`config.mk`:
```
export PLATFORM = sky130hd
export DESIGN_NAME = ccfp_ram
export DESIGN_NICKNAME = d
export VERILOG_FILES = /design/src/hw/rtl/ccfp_ram.sv
export SDC_FILE = /design/constraint.sdc
export NUM_CORES = 1
export LEC_CHECK = 0
export BUFFER_PORTS_ARGS = -buffer_cell sky130_fd_sc_hd__buf_2
export CAP_MARGIN = 20
export CORE_MARGIN = 3
export CORE_UTILIZATION = 40
export CTS_CLUSTER_SIZE = 16
export DETAILED_ROUTE_END_ITERATION = 12
export PLACE_DENSITY = 0.63
export SYNTH_ARGS = -nofsm -noshare
export SYNTH_HDL_FRONTEND = slang
export SYNTH_SLANG_ARGS = --single-unit
```
`constraint.sdc`:
```
create_clock -name clk_i -period 2.5 [get_ports clk_i]
set_input_delay 0.125 -clock clk_i [delete_from_list [all_inputs] [get_ports clk_i]]
set_output_delay 0.125 -clock clk_i [all_outputs]
set_load 0.02 [all_outputs]
```
`src/hw/rtl/ccfp_ram.sv`:
```
module ccfp_ram #(
  parameter int unsigned Width = 8,
  parameter int unsigned Depth = 16,
  localparam int unsigned AddrW = (Depth > 1) ? $clog2(Depth) : 1
) (
  input  logic             clk_i,
  input  logic             we_i,
  input  logic [AddrW-1:0] waddr_i,
  input  logic [Width-1:0] wdata_i,
  input  logic             re_i,
  input  logic [AddrW-1:0] raddr_i,
  output logic [Width-1:0] rdata_o
);

  logic [Width-1:0] mem_q [Depth];
  logic [Width-1:0] rdata_q;

  // A read at the address being written returns the old contents.
  always_ff @(posedge clk_i) begin
    if (we_i) begin
      mem_q[waddr_i] <= wdata_i;
    end
    if (re_i) begin
      rdata_q <= mem_q[raddr_i];
    end
  end

  assign rdata_o = rdata_q;

endmodule

```
==> metrics.md, run 1 <==
| Metric | Value |
|---|---|
| Post-Synth XOR/XNOR Area | `0` |
| Synth Area in Compound Gates | `0.0230` |
| Final hold vios | `0` |
| Largest family of logic cells by synthesized area | `multiplexers` |
| Power density over cell area | `873 nW/um2` |
| Clock tree buffer depth | `2` |
| Setup Viol. Count Final | `0` |
| Gpl congestion | `0.735` |
| Setup Fix Bufs, Post-CTS | `0` |
| EDFF count, synth | `136` |
| Final WS setup | `0.953 ns` |
| DRT iter0 DRCs | `257` |
| Hold buffer count at cts | `0` |
| First-pass GRT wire length | `15300 um` |
| Initial antenna violation count | `0` |
| Residual DRC count | `0` |
| Dpl ws | `0.632 ns` |
| # placed instances | `433` |
| Int Power | `4.42 mW` |
| Leading cell type in the layout, fill and taps excluded | `edfxtp_1` |
| Type of origin of the critical path | `register` |
| RSZ-0062 raised after global routing | `no` |
| Type of the most critical hold path | `in -> reg` |
| FP Rows | `41` |
| Total GRT Usage | `0.150` |
| Adder-cell share of the synthesized area | `0` |
| Part of the power in combinational logic | `0.044` |
| Crit-path cells | `mux4_2 > a22oi_1 > nand2_1` |
| Asr flop ratio synth | `0` |
| Worst-Margin Slew | `0.922 ns` |
| Flops & latches, synth | `136` |
| Fillers | `1062` |
| Initial Utilization | `0.411` |
| Clock Sinks | `136` |
| Post-synthesis mux area share | `0.148` |
| Fmax | `646 MHz` |
| VDD IR-drop max | `0.354 mV` |
| Die area | `14500 um2` |
| Max Slew Vio Count | `0` |
| Total global routing overflow | `0` |
| Pin count of the biggest net entering global routing | `33` |
| H-tree levels | `4` |
| Post-Syn Area | `5230 um2` |
| Seq pwr share | `0.473` |
| Syn Area/Cell | `22.8 um2` |
| Synth Warn # | `0` |
| Simple-Gate Fraction of Synth Area | `0.0314` |
| Final Skew | `0.00450 ns` |
| WHS | `0.0987 ns` |
| Min Tclk post-route | `1.55 ns` |
| CTS buffer count | `17` |
| Vias/cell | `5.33` |
| DP HPWL | `6290 um` |
| Max Cap Viol | `0` |
| Count of input and output buffers | `26` |
| Routed WL | `10000 um` |
| Critical path's slowest cell | `mux4_2` |
| Share of post-route cells with drive strength above 1 | `0.305` |
| Sw frac | `0.189` |
| WL/cell | `21.6 um` |
| Clk slew on worst S/H paths | `0.06 ns` |
| 1st-pass router iterations | `4` |
| Crit-path max FO | `1` |
| Clk root buf | `clkbuf_16` |
| Synth Flop Type | `edfxtp_1` |
| Critical Path RT | `2.65 ns` |
| Die Ht | `120 um` |
| NetSw | `1.03 mW` |
| Static leakage | `2.10 nW` |
| CTS tree | `built` |
| Clock power share | `0.482` |
| Vias in the first global route | `2498` |
| Core ar. | `12700 um2` |
| Non-filler cells, final | `464` |
| Post-synthesis cell count | `229` |
| Via count | `2473` |
| Crit path DAT | `1.69 ns` |
| Nets | `299` |
| Post-synth net total | `248` |
| Status | `finished clean` |
| Diodes inserted | `0` |
| Crit share post-route | `0.619` |
| Seq/Total Area, Yosys | `0.781` |
| Critical path's top delay family | `multiplexers` |
| Most frequent cells in the layout | `136 x edfxtp_1, 26 x buf_2, 18 x mux4_2` |
| Post-CTS Resized | `0` |
| Post-route ant nets | `0` |
| Distinct cells, synth | `18` |
| Relative slew slack | `0.383` |
| Kind of end point of the critical path | `register` |
| Clock Latency Late Sink | `0.40 ns` |
| Critical path type | `reg -> reg` |
| Total Neg Setup Slack | `0 ns` |
| Crit path largest cell delay | `0.47 ns` |
| Io pins | `27` |
| Area delta synth->final | `19.6%` |
| Crit path buf inv count | `0` |
| DIE WIDTH | `120 um` |
## routing by layer
metal,up-vias,global-route usage,wire (um)
met1,1300,0.208,4280
met4,0,0.0552,125
li1,1081,-,-
met3,10,0.0365,630
met5,-,0,0
met2,82,0.233,5000
## cell usage after synthesis (2+ instances only)
master,number,area (um2)
mux4_2,18,405
mux4_1,14,368
nand2b_1,2,12.5
nand3b_1,2,15.0
nor2_1,13,48.8
edfxtp_1,136,4080
nor3_1,4,20.0
buf_6,3,33.8
a22oi_1,16,120
buf_2,3,15.0
clkdlybuf4s25_2,3,30.0
nand2_1,9,33.8
## worst paths after layout
kind | startpoint | to | cells after the start | slack [ns]
worst max-delay path | mem_q[2][7] | rdata_o[7] | 3 | 0.95
worst min-delay path | wdata_i[6] | mem_q[7][6] | 1 | 0.1
worst max register to register | mem_q[2][7] | rdata_o[7] | 3 | 0.95
worst min register to register | mem_q[15][4] | rdata_o[4] | 3 | 0.74
## area by class of cell
type,count,area (um2),share of cell area
clock inverters,13,203,0.0324
well taps,172,215,0.0344
flip-flops and latches,136,4080,0.653
clock buffers,18,429,0.0687
repair buffers,42,263,0.0420
multi-input cells,83,1060,0.169
## per-stage QoR
stage / total power [mW] / utilization / instance area [um2]
floorplan: 2.77 / - / 5230
global placement: 2.87 / 0.442 / 5620
detailed placement: 2.88 / 0.442 / 5620
CTS: 5.50 / 0.491 / 6250
global route: 5.62 / 0.491 / 6250
finish: 5.46 / 0.491 / 6250
## power groups by stage
| stage | clock network (mW) | registers [mW] | logic, mW |
|---|---|---|---|
| after floorplan | 0 | 2.64 | 0.130 |
| after global placement | 0 | 2.63 | 0.239 |
| after detailed placement | 0 | 2.63 | 0.245 |
| after CTS | 2.67 | 2.58 | 0.246 |
| after global routing | 2.78 | 2.59 | 0.262 |
| final | 2.63 | 2.58 | 0.242 |
## sequential cells by signal, indices dropped and copies added, names as in the netlist
register / flops
rdata_o: 8
mem_q: 128
## kinds of logic (layout without fill, tap and decap cells)
| kind of cell | Yosys count | in the layout |
|---|---|---|
| AO/OA/AOI/OAI | 16 | 16 |
| buffers and inverters | 10 | 73 |
| flip-flops | 136 | 136 |
| AND/OR/NAND/NOR | 35 | 35 |
| multiplexers | 32 | 32 |
Power figures use the tool's default switching activity.
==> inputs of run 2 (changes only) <==
--- a/config.mk
+++ b/config.mk
@@ -5,6 +5,7 @@
 export SDC_FILE = /design/constraint.sdc
 export NUM_CORES = 1
 export LEC_CHECK = 0
+export ABC_AREA = 1
 export BUFFER_PORTS_ARGS = -buffer_cell sky130_fd_sc_hd__buf_2
 export CAP_MARGIN = 20
 export CORE_MARGIN = 3
==> constraint.sdc (replaced) <==
create_clock -name clk_i -period 1.5 [get_ports clk_i]
set_input_delay 0.075 -clock clk_i [delete_from_list [all_inputs] [get_ports clk_i]]
set_output_delay 0.075 -clock clk_i [all_outputs]
set_load 0.02 [all_outputs]
==> run 2 against run 1 <==
Sequential share of layout area is 5.3 points lower. Worst setup slack worse by 0.63 ns. Sequential power increased by 67%. Utilization is 0.87 points lower. Global-route usage up 1.9 points. Synthesized cell count up 140%. Critical path type unchanged. Routed wire length is 29% higher. Area after synthesis grew 12%.
==> metrics.md, run 2 <==
| Metric | Value |
|---|---|
| Kind of end point of the critical path | `register` |
| Count of input and output buffers | `26 (unchanged)` |
| Area delta synth->final | `16.4%` |
| DRT iter0 DRCs | `468 (+82%)` |
| DIE WIDTH | `127 um (+5.5%)` |
| Clk slew on worst S/H paths | `0.06 ns (about the same)` |
| Initial Utilization | `0.415 (+0.00389)` |
| Distinct cells, synth | `11 (-7)` |
| Vias in the first global route | `3844 (+54%)` |
| Io pins | `27 (unchanged)` |
| Critical Path RT | `1.65 ns (-1.00 ns)` |
| Clock Latency Late Sink | `0.41 ns (about the same)` |
| Max reg flops | `128 (unchanged)` |
| Status | `finished clean` |
| Count leader, synth | `nand2_1` |
| Most frequent cells after synthesis | `173 x nand2_1, 136 x edfxtp_1, 100 x inv_1` |
| Synth Flop Type | `edfxtp_1` |
| NetSw | `1.83 mW (+78%)` |
| Design Area, Final | `6800 um2 (+8.8%)` |
| Part of the power in combinational logic | `0.061 (+0.017)` |
| Min Tclk post-route | `1.17 ns (-0.372 ns)` |
| Vias/cell | `4.93 (-7.4%)` |
| Setup Viol. Count Final | `0 (unchanged)` |
| Static leakage | `2.94 nW (+40%)` |
| Crit path DAT | `1.33 ns (-0.36 ns)` |
| Die area | `16100 um2 (+11%)` |
| Placed cell areas | `6230 um2 (+11%)` |
| Routed WL | `13000 um (+29%)` |
| Leading cell type in the layout, fill and taps excluded | `nand2_1` |
| Share of post-route cells with drive strength above 1 | `0.125 (-0.180)` |
| Clock Sinks | `136 (unchanged)` |
| Crit-path max FO | `1 (unchanged)` |
| Post-synthesis cell count | `551 (+140%)` |
| Flops & latches, synth | `136 (unchanged)` |
| Max Slew Vio Count | `0 (unchanged)` |
| Core ar. | `14100 um2 (+11%)` |
| PnR Total Power | `8.86 mW (+62%)` |
| 1st-pass router iterations | `5 (+1)` |
| Final WS setup | `0.325 ns (-0.628 ns)` |
| Power density over cell area | `1300 nW/um2 (+49%)` |
| Int Power | `7.02 mW (+59%)` |
| VDD IR-drop max | `0.735 mV (+110%)` |
| Diodes inserted | `0 (unchanged)` |
| Die Ht | `127 um (+5.5%)` |
| Total GRT Usage | `0.169 (+0.0193)` |
| Type of the most critical hold path | `in -> reg` |
| First-pass GRT wire length | `20600 um (+34%)` |
| Most frequent cells in the layout | `173 x nand2_1, 136 x edfxtp_1, 100 x inv_1` |
| Register-to-Register Setup Slack | `0.33 ns (-0.63 ns)` |
| Via count | `3888 (+57%)` |
| RSZ-0062 raised after global routing | `no` |
| Residual DRC count | `0 (unchanged)` |
| CTS tree | `built` |
| Syn Area/Cell | `10.6 um2 (-54%)` |
| Total global routing overflow | `0 (unchanged)` |
| Seq pwr share | `0.486 (+0.013)` |
| Relative slew slack | `0.611 (+0.228)` |
| H-tree levels | `4 (unchanged)` |
| Crit share post-route | `0.783 (+0.164)` |
| Sw frac | `0.207 (+0.0180)` |
| Type of origin of the critical path | `register` |
| Clock tree buffer depth | `2 (unchanged)` |
| CTS buffer count | `17 (unchanged)` |
| Biggest register | `mem_q` |
| Synth area leaders | `edfxtp_1 70%, nand2_1 11%, nand3_1 8.3%, inv_1 6.4%, buf_6 1.2%` |
| Clk root buf | `clkbuf_16` |
| EDFF count, synth | `136 (unchanged)` |
| Max Cap Viol | `0 (unchanged)` |
| Post-CTS Resized | `0 (unchanged)` |
| Seq/Total Area, Yosys | `0.698 (-0.0828)` |
| Post-synth net total | `570 (+130%)` |
| Total Neg Setup Slack | `0 ns (unchanged)` |
| Clock power share | `0.452 (-0.030)` |
| Area leader, netlist | `edfxtp_1` |
| Post-route ant nets | `0 (unchanged)` |
| Critical path type | `reg -> reg` |
| Setup Fix Bufs, Post-CTS | `0 (unchanged)` |
| Dpl ws | `0.185 ns (-0.447 ns)` |
| Nets | `614 (+110%)` |
| Gpl congestion | `0.891 (+21%)` |
| WHS | `0.0308 ns (-0.0679 ns)` |
| Asr flop ratio synth | `0 (unchanged)` |
| Worst-Margin Slew | `0.582 ns (-0.340 ns)` |
| Final Skew | `0.00780 ns (+0.00330 ns)` |
| Synth Warn # | `0 (unchanged)` |
| Yosys top cell area share | `0.698 (-0.0828)` |
| Post-Syn Area | `5850 um2 (+12%)` |
| DP HPWL | `8150 um (+30%)` |
| FP Rows | `43 (+4.9%)` |
| Initial antenna violation count | `0 (unchanged)` |
| Hold buffer count at cts | `0 (unchanged)` |
| WL/cell | `16.5 um (-24%)` |
| Fmax | `851 MHz (+32%)` |
| Pin count of the biggest net entering global routing | `65 (+97%)` |
| Final hold vios | `0 (unchanged)` |
[run 2: cell count changes after synthesis, sizes merged, moves of 2 or more]
| cell | delta |
|---|---|
| mux4 | -32 |
| a22oi | -16 |
| nand3 | +96 |
| inv | +102 |
| nand2 | +164 |
| nor3 | -4 |
| buf | +17 |
| nand2b | -2 |
| nor2 | +4 |
| clkdlybuf4s25 | -3 |
[run 2: metrics by stage]
stage                     std cells  utilization
after floorplan                 551            -
after global placement          756        0.442
after detailed placement        756        0.442
after CTS                       788        0.483
after global routing            788        0.483
final                           788        0.483
[run 2: power groups by stage]
stage	clock network (mW)	logic (mW)	registers, mW
floorplan	0	0.300	4.40
global placement	0	0.527	4.38
global route	4.23	0.602	4.31
finish	4.01	0.543	4.31
CTS	4.04	0.543	4.31
detailed placement	0	0.537	4.39
[run 2: layout make-up]
class,count,area (um2)
Fill cell,1265,7290
Inverter,102,383
Clock buffer,21,440
Multi-Input combinational cell,289,1210
Timing Repair Buffer,49,328
Tap cell,180,225
Sequential cell,136,4080
Clock inverter,11,130
[run 2: path summary, 6_finish.rpt]
path,startpoint,end,depth (start not counted)
hold reg to reg,mem_q[14][6],rdata_o[6],6
hold / removal,re_i,rdata_o[1],1
setup / recovery,mem_q[9][5],rdata_o[5],6
setup reg to reg,mem_q[9][5],rdata_o[5],6
[run 2: kinds of logic (layout without fill, tap and decap cells)]
group                  count (synthesis)  in the layout  share of synthesized area
and+or+nand+nor                      289            289                      0.208
DFF                                  136            136                      0.698
buffers and inverters                126            183                     0.0939
[run 2: worst max-delay path, cell delays in order (launching register included)]
cell      delay (ns)
edfxtp_1        0.36
inv_1           0.07
nand2_1         0.04
nand3_1         0.09
nand3_1         0.14
nand3_1         0.13
nand2_1         0.09
[run 2: layer usage]
metal  up-vias  global-route usage  part of all wire
li1       1865                   -                 -
met1      1827               0.228              0.42
met2       162               0.267              0.47
met3        34              0.0349             0.078
met4         0              0.0726             0.030
met5         -                   0                 0
==> inputs of run 3 (changes only) <==
--- a/config.mk
+++ b/config.mk
@@ -5,14 +5,14 @@
 export SDC_FILE = /design/constraint.sdc
 export NUM_CORES = 1
 export LEC_CHECK = 0
-export ABC_AREA = 1
+export ABC_AREA = 0
 export BUFFER_PORTS_ARGS = -buffer_cell sky130_fd_sc_hd__buf_2
 export CAP_MARGIN = 20
 export CORE_MARGIN = 3
 export CORE_UTILIZATION = 40
 export CTS_CLUSTER_SIZE = 16
 export DETAILED_ROUTE_END_ITERATION = 12
-export PLACE_DENSITY = 0.63
+export PLACE_DENSITY = 0.65
 export SYNTH_ARGS = -nofsm -noshare
 export SYNTH_HDL_FRONTEND = slang
 export SYNTH_SLANG_ARGS = --single-unit
==> constraint.sdc (replaced) <==
create_clock -name clk_i -period 1 [get_ports clk_i]
set_input_delay 0.05 -clock clk_i [delete_from_list [all_inputs] [get_ports clk_i]]
set_output_delay 0.05 -clock clk_i [all_outputs]
set_load 0.02 [all_outputs]
==> run 3 against run 2 <==
The run now ends with negative setup slack left. Sequential share of layout area rose by 0.22 points. Sequential power is 50% higher. Register-to-register slack worse by 0.73 ns. Final area down 0.37%. Non-clock buffer count grew 14. Flip-flop and latch count unchanged. Critical path type unchanged. Critical endpoint is now rdata_o[4].
==> metrics.md, run 3 (synthesis results as in run 1) <==
| Metric | Value |
|---|---|
| Diodes inserted | `0 (unchanged)` |
| Clock power share | `0.462 (+0.010)` |
| Worst-Margin Slew | `1.02 ns (+0.434 ns)` |
| Total global routing overflow | `0 (unchanged)` |
| Relative slew slack | `0.321 (-0.290)` |
| Post-route ant nets | `0 (unchanged)` |
| Total GRT Usage | `0.151 (-0.0179)` |
| RSZ-0062 raised after global routing | `yes` |
| Design Area, Final | `6780 um2 (-0.37%)` |
| Die Ht | `120 um (-5.2%)` |
| Static leakage | `2.24 nW (-24%)` |
| Initial antenna violation count | `2 (+2)` |
| Fillers | `998 (-21%)` |
| Final hold vios | `0 (unchanged)` |
| Seq pwr share | `0.476 (-0.010)` |
| Vias/cell | `5.17 (+4.9%)` |
| Type of the most critical hold path | `in -> reg` |
| Crit share post-route | `1.40 (+0.619)` |
| Sw frac | `0.191 (-0.0160)` |
| Clk root buf | `clkbuf_16` |
| Biggest register | `mem_q` |
| Via count | `2515 (-35%)` |
| Dpl ws | `-0.609 ns (-0.794 ns)` |
| Fmax | `713 MHz (-16%)` |
| Clock Latency Late Sink | `0.41 ns (about the same)` |
| WL/cell | `20.5 um (+24%)` |
| Max Cap Viol | `0 (unchanged)` |
| Max reg flops | `128 (unchanged)` |
| Clock tree buffer depth | `2 (unchanged)` |
| Final Skew | `0.00754 ns (-0.000258 ns)` |
| Critical Path RT | `1.15 ns (-0.50 ns)` |
| Final WS setup | `-0.402 ns (-0.727 ns)` |
| Power density over cell area | `2000 nW/um2 (+54%)` |
| Clk slew on worst S/H paths | `0.06 ns (about the same)` |
| DRT iter0 DRCs | `270 (-42%)` |
| Max Slew Vio Count | `0 (unchanged)` |
| Core ar. | `12700 um2 (-9.7%)` |
| Type of origin of the critical path | `register` |
| Setup Viol. Count Final | `13 (+13)` |
| CTS tree | `built` |
| Part of the power in combinational logic | `0.062 (about the same)` |
| H-tree levels | `4 (unchanged)` |
| Leading cell type in the layout, fill and taps excluded | `edfxtp_1` |
| NetSw | `2.59 mW (+41%)` |
| Critical path type | `reg -> reg` |
| Nets | `320 (-48%)` |
| Placed cell areas | `6060 um2 (-2.8%)` |
| FP Rows | `41 (-4.7%)` |
| Pin count of the biggest net entering global routing | `21 (-68%)` |
| DP HPWL | `6580 um (-19%)` |
| Most frequent cells in the layout | `136 x edfxtp_1, 32 x mux4_2, 22 x buf_12` |
| Area delta synth->final | `29.7%` |
| Crit path DAT | `1.55 ns (+0.22 ns)` |
| CTS buffer count | `17 (unchanged)` |
| Min Tclk post-route | `1.40 ns (+0.227 ns)` |
| VDD IR-drop max | `1.14 mV (+56%)` |
| Violated checks | `negative setup slack` |
| Gpl congestion | `0.719 (-19%)` |
| Routed WL | `9970 um (-23%)` |
| Kind of end point of the critical path | `register` |
| Die area | `14500 um2 (-10%)` |
| Crit-path max FO | `1 (unchanged)` |
| 1st-pass router iterations | `5 (unchanged)` |
| Clock Sinks | `136 (unchanged)` |
| Int Power | `11.0 mW (+56%)` |
| DIE WIDTH | `120 um (-5.2%)` |
| Vias in the first global route | `2744 (-29%)` |
| Share of post-route cells with drive strength above 1 | `0.468 (+0.343)` |
| Io pins | `27 (unchanged)` |
| First-pass GRT wire length | `15600 um (-24%)` |
| Count of input and output buffers | `26 (unchanged)` |
| Residual DRC count | `0 (unchanged)` |
| Initial Utilization | `0.411 (-0.00389)` |
| Status | `complete, but fails checks` |
[run 3: what timing repair did]
| item | CTS | global route |
|---|---|---|
| buffers inserted | 0 | 0 |
| hold endpoints to repair | 8 | 0 |
| hold buffers | 1 | 0 |
| endpoints found under the setup margin | 15 | 16 |
| pin swaps | 4 | 4 |
| resized for setup | 20 | 9 |
[run 3: stage by stage]
step	utilization	total power, mW	cells	TNS, ns	hold slack [ns]
floorplan	-	6.97	229	-4.38	0.149
global placement	0.476	7.34	453	-29.49	0.411
detailed placement	0.476	7.36	453	-30.69	0.417
CTS	0.530	13.7	486	-3.34	0.0148
global route	0.533	14.0	486	-3.68	0.0266
finish	0.533	13.6	486	-3.05	0.0328
[run 3: area by class of cell]
| type | instances | area [um2] | share of cell area |
|---|---|---|---|
| flip-flops and latches | 136 | 4080 | 0.602 |
| well taps | 172 | 215 | 0.0317 |
| clock buffers | 22 | 444 | 0.0655 |
| repair buffers | 63 | 736 | 0.109 |
| clock inverters | 10 | 151 | 0.0223 |
| multi-input cells | 83 | 1150 | 0.169 |
[run 3: per-layer routing]
layer,up-vias,wire length [um],global-route usage
met5,-,27,0
met4,4,138,0.0666
met3,16,475,0.0421
met2,64,5180,0.248
met1,1320,4150,0.190
li1,1111,-,-
[run 3: final timing paths]
check                from          end  slack [ns]  cells after the start
min reg2reg  mem_q[15][5]   rdata_o[5]        0.74                      3
max reg2reg   mem_q[3][4]   rdata_o[4]       -0.40                      3
max           mem_q[3][4]   rdata_o[4]       -0.40                      3
min            wdata_i[3]  mem_q[6][3]        0.03                      1
[run 3: critical path: stages (launching register included)]
cell and delay (ns):
edfxtp_1 0.38, mux4_2 0.50, a22oi_2 0.19, nand2_1 0.09
[run 3: power by group through the flow]
stage / combinational (mW) / sequential, mW / clock, mW
4_1_cts: 0.834 / 6.47 / 6.36
5_1_grt: 0.899 / 6.48 / 6.62
2_1_floorplan: 0.369 / 6.60 / 0
3_5_place_dp: 0.780 / 6.58 / 0
3_3_place_gp: 0.767 / 6.57 / 0
6_report: 0.838 / 6.47 / 6.27
